**src/sle_pkg.sv**
```systemverilog
// Shared types and codes for the sorted list engine.
// No dependencies; used by sle_cell and sorted_list_engine_top.
package sle_pkg;

  localparam int unsigned ValW = 31;

  typedef enum logic [1:0] {
    OP_INSERT     = 2'd0,
    OP_REMOVE_MIN = 2'd1,
    OP_REMOVE_MAX = 2'd2,
    OP_REMOVE_VAL = 2'd3
  } op_e;

  typedef enum logic [1:0] {
    ST_OK        = 2'd0,
    ST_EMPTY     = 2'd1,
    ST_NOT_FOUND = 2'd2,
    ST_FULL      = 2'd3
  } status_e;

  // Contents of one cell as seen by its neighbors.
  typedef struct packed {
    logic            valid;
    logic [ValW-1:0] entry;
  } cell_t;

  // Command broadcast to every cell of the row.
  typedef struct packed {
    logic            apply;
    op_e             op;
    logic [ValW-1:0] value;
  } cmd_t;

endpackage

```
**src/sorted_list_engine_top.sv**
```systemverilog
// Top level of the sorted list engine: a row of sle_cell slots and a result register.
// Depends on sle_pkg and sle_cell.
//
// Keeps up to DEPTH values in ascending order in a row of cells. Each input beat
// carries one operation (insert, remove smallest, remove largest, remove a given
// value) and yields exactly one result beat with a status and the removed value.
// Every cell compares its entry with the broadcast value and, as the result is
// registered, takes its own, its left or right neighbor's entry, the value or an
// empty slot. A new beat is taken whenever the result register is empty or its
// beat is taken by the output side. There is no clearing pass after reset.
module sorted_list_engine_top #(
  parameter int unsigned DEPTH = 16
) (
  input  logic                     clk_i,
  input  logic                     rst_ni,
  input  logic                     in_valid_i,
  output logic                     in_stall_o,
  input  logic [1:0]               operation_i,
  input  logic [sle_pkg::ValW-1:0] item_value_i,
  output logic                     out_valid_o,
  input  logic                     out_stall_i,
  output logic [1:0]               status_o,
  output logic [sle_pkg::ValW-1:0] removed_value_o
);

  sle_pkg::cell_t cells [DEPTH];
  sle_pkg::cell_t lefts [DEPTH];
  sle_pkg::cell_t rights[DEPTH];
  logic [DEPTH-1:0] le, eq, left_le;

  sle_pkg::cmd_t    cmd;
  sle_pkg::op_e     op;
  logic             accept;
  logic             full, empty, found;
  logic [sle_pkg::ValW-1:0] max_value;
  sle_pkg::status_e status;
  logic [sle_pkg::ValW-1:0] removed;

  logic                     out_valid_q, out_valid_d;
  logic [1:0]               status_q;
  logic [sle_pkg::ValW-1:0] removed_q;

  assign op         = sle_pkg::op_e'(operation_i);
  assign in_stall_o = out_valid_q && out_stall_i;
  assign accept     = in_valid_i && !in_stall_o;

  assign full  = cells[DEPTH-1].valid;
  assign empty = !cells[0].valid;
  assign found = |eq;

  always_comb begin
    max_value = '0;
    for (int i = 0; i < DEPTH; i++) begin
      if (cells[i].valid && ((i == DEPTH - 1) || !cells[(i + 1) % DEPTH].valid)) begin
        max_value = max_value | cells[i].entry;
      end
    end
  end

  always_comb begin
    status  = sle_pkg::ST_OK;
    removed = '0;
    case (op)
      sle_pkg::OP_INSERT: begin
        if (full) begin
          status = sle_pkg::ST_FULL;
        end
      end
      sle_pkg::OP_REMOVE_MIN: begin
        if (empty) begin
          status = sle_pkg::ST_EMPTY;
        end else begin
          removed = cells[0].entry;
        end
      end
      sle_pkg::OP_REMOVE_MAX: begin
        if (empty) begin
          status = sle_pkg::ST_EMPTY;
        end else begin
          removed = max_value;
        end
      end
      sle_pkg::OP_REMOVE_VAL: begin
        if (empty) begin
          status = sle_pkg::ST_EMPTY;
        end else if (!found) begin
          status = sle_pkg::ST_NOT_FOUND;
        end else begin
          removed = item_value_i;
        end
      end
      default: begin
        status = sle_pkg::ST_OK;
      end
    endcase
  end

  assign cmd.apply = accept && (status == sle_pkg::ST_OK);
  assign cmd.op    = op;
  assign cmd.value = item_value_i;

  for (genvar g = 0; g < DEPTH; g++) begin : g_row
    if (g == 0) begin : g_head
      assign lefts[g]   = '0;
      assign left_le[g] = 1'b1;
    end else begin : g_body
      assign lefts[g]   = cells[g-1];
      assign left_le[g] = le[g-1];
    end
    if (g == DEPTH - 1) begin : g_tail
      assign rights[g] = '0;
    end else begin : g_mid
      assign rights[g] = cells[g+1];
    end

    sle_cell u_cell (
      .clk_i     (clk_i),
      .rst_ni    (rst_ni),
      .cmd_i     (cmd),
      .left_i    (lefts[g]),
      .left_le_i (left_le[g]),
      .right_i   (rights[g]),
      .self_o    (cells[g]),
      .le_o      (le[g]),
      .eq_o      (eq[g])
    );
  end

  assign out_valid_d = accept || (out_valid_q && out_stall_i);

  always_ff @(posedge clk_i or negedge rst_ni) begin
    if (!rst_ni) begin
      out_valid_q <= 1'b0;
    end else begin
      out_valid_q <= out_valid_d;
    end
  end

  always_ff @(posedge clk_i) begin
    if (accept) begin
      status_q  <= status;
      removed_q <= removed;
    end
  end

  assign out_valid_o     = out_valid_q;
  assign status_o        = status_q;
  assign removed_value_o = removed_q;

endmodule

```
**src/sle_cell.sv**
```systemverilog
// One slot of the sorted row: holds an entry and shifts with its neighbors.
// Depends on sle_pkg.
module sle_cell (
  input  logic          clk_i,
  input  logic          rst_ni,
  input  sle_pkg::cmd_t cmd_i,
  input  sle_pkg::cell_t left_i,
  input  logic          left_le_i,
  input  sle_pkg::cell_t right_i,
  output sle_pkg::cell_t self_o,
  output logic          le_o,
  output logic          eq_o
);

  sle_pkg::cell_t cell_q, cell_d;
  logic           ge;

  assign self_o = cell_q;
  assign le_o   = cell_q.valid && (cell_q.entry <= cmd_i.value);
  assign ge     = cell_q.valid && (cell_q.entry >= cmd_i.value);
  assign eq_o   = cell_q.valid && (cell_q.entry == cmd_i.value);

  always_comb begin
    cell_d = cell_q;
    if (cmd_i.apply) begin
      case (cmd_i.op)
        sle_pkg::OP_INSERT: begin
          if (le_o) begin
            cell_d = cell_q;
          end else if (left_le_i) begin
            cell_d.valid = 1'b1;
            cell_d.entry = cmd_i.value;
          end else begin
            cell_d = left_i;
          end
        end
        sle_pkg::OP_REMOVE_MIN: begin
          cell_d = right_i;
        end
        sle_pkg::OP_REMOVE_MAX: begin
          if (cell_q.valid && !right_i.valid) begin
            cell_d = '0;
          end
        end
        sle_pkg::OP_REMOVE_VAL: begin
          if (ge) begin
            cell_d = right_i;
          end
        end
        default: begin
          cell_d = cell_q;
        end
      endcase
    end
  end

  always_ff @(posedge clk_i or negedge rst_ni) begin
    if (!rst_ni) begin
      cell_q <= '0;
    end else begin
      cell_q <= cell_d;
    end
  end

endmodule
```
**config.mk**
```make
export PLATFORM = sky130hd
export DESIGN_NAME = sorted_list_engine_top
export DESIGN_NICKNAME = d
export VERILOG_FILES = /design/src/sle_pkg.sv /design/src/sorted_list_engine_top.sv /design/src/sle_cell.sv
export SDC_FILE = /design/constraint.sdc
export NUM_CORES = 2
export LEC_CHECK = 0
export BUFFER_PORTS_ARGS = -buffer_cell sky130_fd_sc_hd__clkbuf_2
export CAP_MARGIN = 20
export CORE_MARGIN = 2
export CORE_UTILIZATION = 55
export DETAILED_ROUTE_END_ITERATION = 12
export PLACE_DENSITY = 0.71
export SKIP_CTS_REPAIR_TIMING = 1
export SLEW_MARGIN = 10
export SYNTH_ARGS = -nofsm -noshare
export SYNTH_HDL_FRONTEND = slang
export SYNTH_SLANG_ARGS = --single-unit
```
**constraint.sdc**
```tcl
create_clock -name clk_i -period 3.8 [get_ports clk_i]
set_clock_uncertainty 0.1 [all_clocks]
set_input_delay 0.57 -clock clk_i [delete_from_list [all_inputs] [get_ports clk_i]]
set_output_delay 0.57 -clock clk_i [all_outputs]
set_load 0.05 [all_outputs]
```
==> results.yml <==
setup_path:
  slowest_stage: "dfrtp_1"
  cp-start-kind: "flop"
  path_cells: "ha_1 -> nand4_1 -> nor4_2 -> buf_4 -> buf_4 -> o311ai_0 -> o211ai_1 -> o21ai_4 -> a21oi_1 -> o221a_4 -> buf_12 -> mux2_2"
  worst_path_largest_cell_delay_ns: 0.48
  path_max_fanout: 15
  r2r-start: "g_row[9].u_cell.self_o[10]"
  crit_buf_inv: 3
  critical_path_class: "flop to flop"
  startpoint: "g_row[9].u_cell.self_o[10]"
  worstPathArrival_ns: 4.29
  crit_family: "compound AO/OA/AOI/OAI gates"
  crit_required_ns: 4.21
  worst_setup_path_end_kind: "flop"
  cpMostUsedCell: "buf_4"
global_route:
  grt.total_usage_pct: 50.9
  grt_overflow_total: 0
  antenna_found_initial: 3
  grt_pass1_vias: 45027
  grt_max_degree: 149
  grt_pass1_wl_mm: 317
sta:
  timing.final.ws_setup_ns: -0.0745
  tightestPinTransition_ns: 1.02
  final-setup-viol-count: 56
  drv_slew: 0
  slew_headroom_pct: 31.6
  fin_crit_ns: 3.87
  final_hold_viol_count: 0
  rsz0062_at_grt: "yes"
  fmax_mhz: 258
  post-route-period-util_pct: 102
detailed_routing:
  wl_met3_mm: 33.5
  wl_met1_mm: 79.4
  drtPass1Iterations: 9
  wl_met2_mm: 87.7
  drc_errors: 0
  wire_per_inst_um: 34.3
  final_antenna_net_count: 0
  vias: 47415
  first_iter_violations: 6867
  highest_layer: "met5"
  viasPerCell: 7.29
  routed_wirelength_mm: 223
synth:
  synth-edff-count: 33
  synthArstFlopShare_pct: 94.0
  syn-num-nets: 5403
  ys_types: 80
  seq_area_frac_synth_pct: 30.3
  yosys_register_bits: 546
  synthesis.area_sq_um: 45600
  synth_flop_cell: "dfrtp_1"
  synth_warnings: 0
  synthCells: 4865
  avgSynthCellArea_sq_um: 9.38
floorplan:
  dieWidth_um: 292
  io_pins: 72
  die_area_sq_um: 85300
  initial_core_util_pct: 55.6
  die_h_um: 292
  coreArea_sq_um: 82100
  rows: 105
cts:
  root_buffer: "clkbuf_16"
  cts_buffers: 67
  clk_latency_ns: 0.65
  clock-sinks: 546
  cts.path.max_buffers: 3
  path_clk_slew_ns: 0.06
  htreeDepth: 3
  tritoncts: "yes"
run_status:
  violations: "negative setup slack"
  status: "finished, violations left"
power:
  ir_drop_mv: 0.562
  total_power_mw: 44.6
  power_density_nw_per_um2: 807
  leakagePower_nw: 24.9
finish:
  fill_cells: 6598
  layout.nets: 5917
  area_growth_pct: 21.1
  layout-drive-gt1-share_pct: 24.3
  final_common_cell: "nand2_1"
  final_cell_mix: "nand2_1 (773), buf_4 (590), dfrtp_1 (511)"
  fin_cells: 6501
placement:
  dp.cells: 6360
  gp_congestion: 1.14
  dpl.hpwl_mm: 159
  port_buffers: 71
min_path:
  min_path_type: "primary input to flop"
  min_from: "in_valid_i"
flow_run:
  drv_cap: 0
## per-layer routing
| metal | up-vias | global-route usage, % |
|---|---|---|
| met1 | 22683 | 63.7 |
| met4 | 8 | 39.4 |
| met5 | - | 0 |
| met3 | 1302 | 18.9 |
| met2 | 4050 | 70.5 |
| li1 | 19372 | - |
## sequential cells by signal, indices dropped and copies added, names as in the netlist
register             cells
removed_value_o         31
out_valid_o              1
status_o                 2
g_row.u_cell.self_o    512
## path summary, 6_finish.rpt
check | to | slack, ns | cells after the start
max in group asynchronous | g_row[8].u_cell.self_o[2] | 2.10 | 3
min reg2reg | out_valid_o | 0.42 | 2
max reg2reg | g_row[9].u_cell.self_o[0] | -0.07 | 12
max | g_row[9].u_cell.self_o[0] | -0.07 | 12
min in group asynchronous | out_valid_o | 0.38 | 2
min | out_valid_o | 0.04 | 2
## worst reg2reg max path, stage by stage (launching register included)
cell      delay, ns
dfrtp_1        0.48
ha_1           0.34
nand4_1        0.33
nor4_2         0.36
buf_4          0.23
buf_4          0.15
o311ai_0       0.29
o211ai_1       0.26
o21ai_4        0.13
a21oi_1        0.20
o221a_4        0.25
buf_12         0.24
mux2_2         0.41
## Yosys cell counts (30+ instances only)
| cell type | n | area share [%] |
|---|---|---|
| a211oi_1 | 31 | 0.51 |
| a21oi_1 | 290 | 3.2 |
| a221oi_1 | 113 | 2.2 |
| a22o_1 | 92 | 1.8 |
| a22oi_1 | 99 | 1.6 |
| a31oi_1 | 40 | 0.55 |
| buf_2 | 65 | 0.71 |
| buf_6 | 30 | 0.74 |
| clkbuf_1 | 224 | 1.8 |
| dfrtp_1 | 513 | 28 |
| edfxtp_1 | 33 | 2.2 |
| ha_1 | 501 | 14 |
| inv_1 | 113 | 0.93 |
| mux2_1 | 62 | 1.5 |
| mux2_2 | 200 | 4.9 |
| mux2_4 | 155 | 5.1 |
| mux2i_1 | 432 | 9.5 |
| nand2_1 | 774 | 6.4 |
| nand3_1 | 92 | 1.0 |
| nand4_1 | 157 | 2.2 |
| nor2_1 | 110 | 0.90 |
| o21ai_0 | 375 | 4.1 |
| o32a_1 | 32 | 0.70 |
## stage by stage
stage	hold slack, ns	utilization (%)	cell area (sq um)	TNS [ns]	setup WS, ns
2_1_floorplan	0.174	-	45600	0	0.0343
3_3_place_gp	0.397	64.2	52700	-302.00	-0.889
3_5_place_dp	0.418	64.2	52700	-332.87	-0.924
4_1_cts	-0.204	66.9	55000	-97.67	-0.410
5_1_grt	0.0693	67.3	55300	0	0.0170
6_report	0.0375	67.3	55300	-1.52	-0.0745
## kinds of logic (layout without fill, tap and decap cells)
kind of cell	Yosys count	count (layout)	synth area share [%]
buf+inv	450	1014	4.41
fa+ha+maj	501	501	13.7
other cells	0	2	0
simple gates	1252	1252	12.3
compound gates	1267	1267	18.3
mux	849	849	21.0
flops	546	546	30.3
## where the power goes
part	switching [mW]	internal, mW
Sequential	4.43	8.29
Clock	2.87	3.88
Combinational	14.3	10.8
## cell type report
class | count | area, sq um | share of cell area [%]
flip-flops and latches | 546 | 13800 | 25.0
repair buffers | 782 | 7170 | 13.0
diodes | 2 | 5.00 | 0.00906
clock inverters | 15 | 186 | 0.337
inverters | 113 | 432 | 0.781
well taps | 1070 | 1340 | 2.42
multi-input cells | 3869 | 30300 | 54.8
clock buffers | 104 | 2030 | 3.67
(Power assumes the default switching activity.)
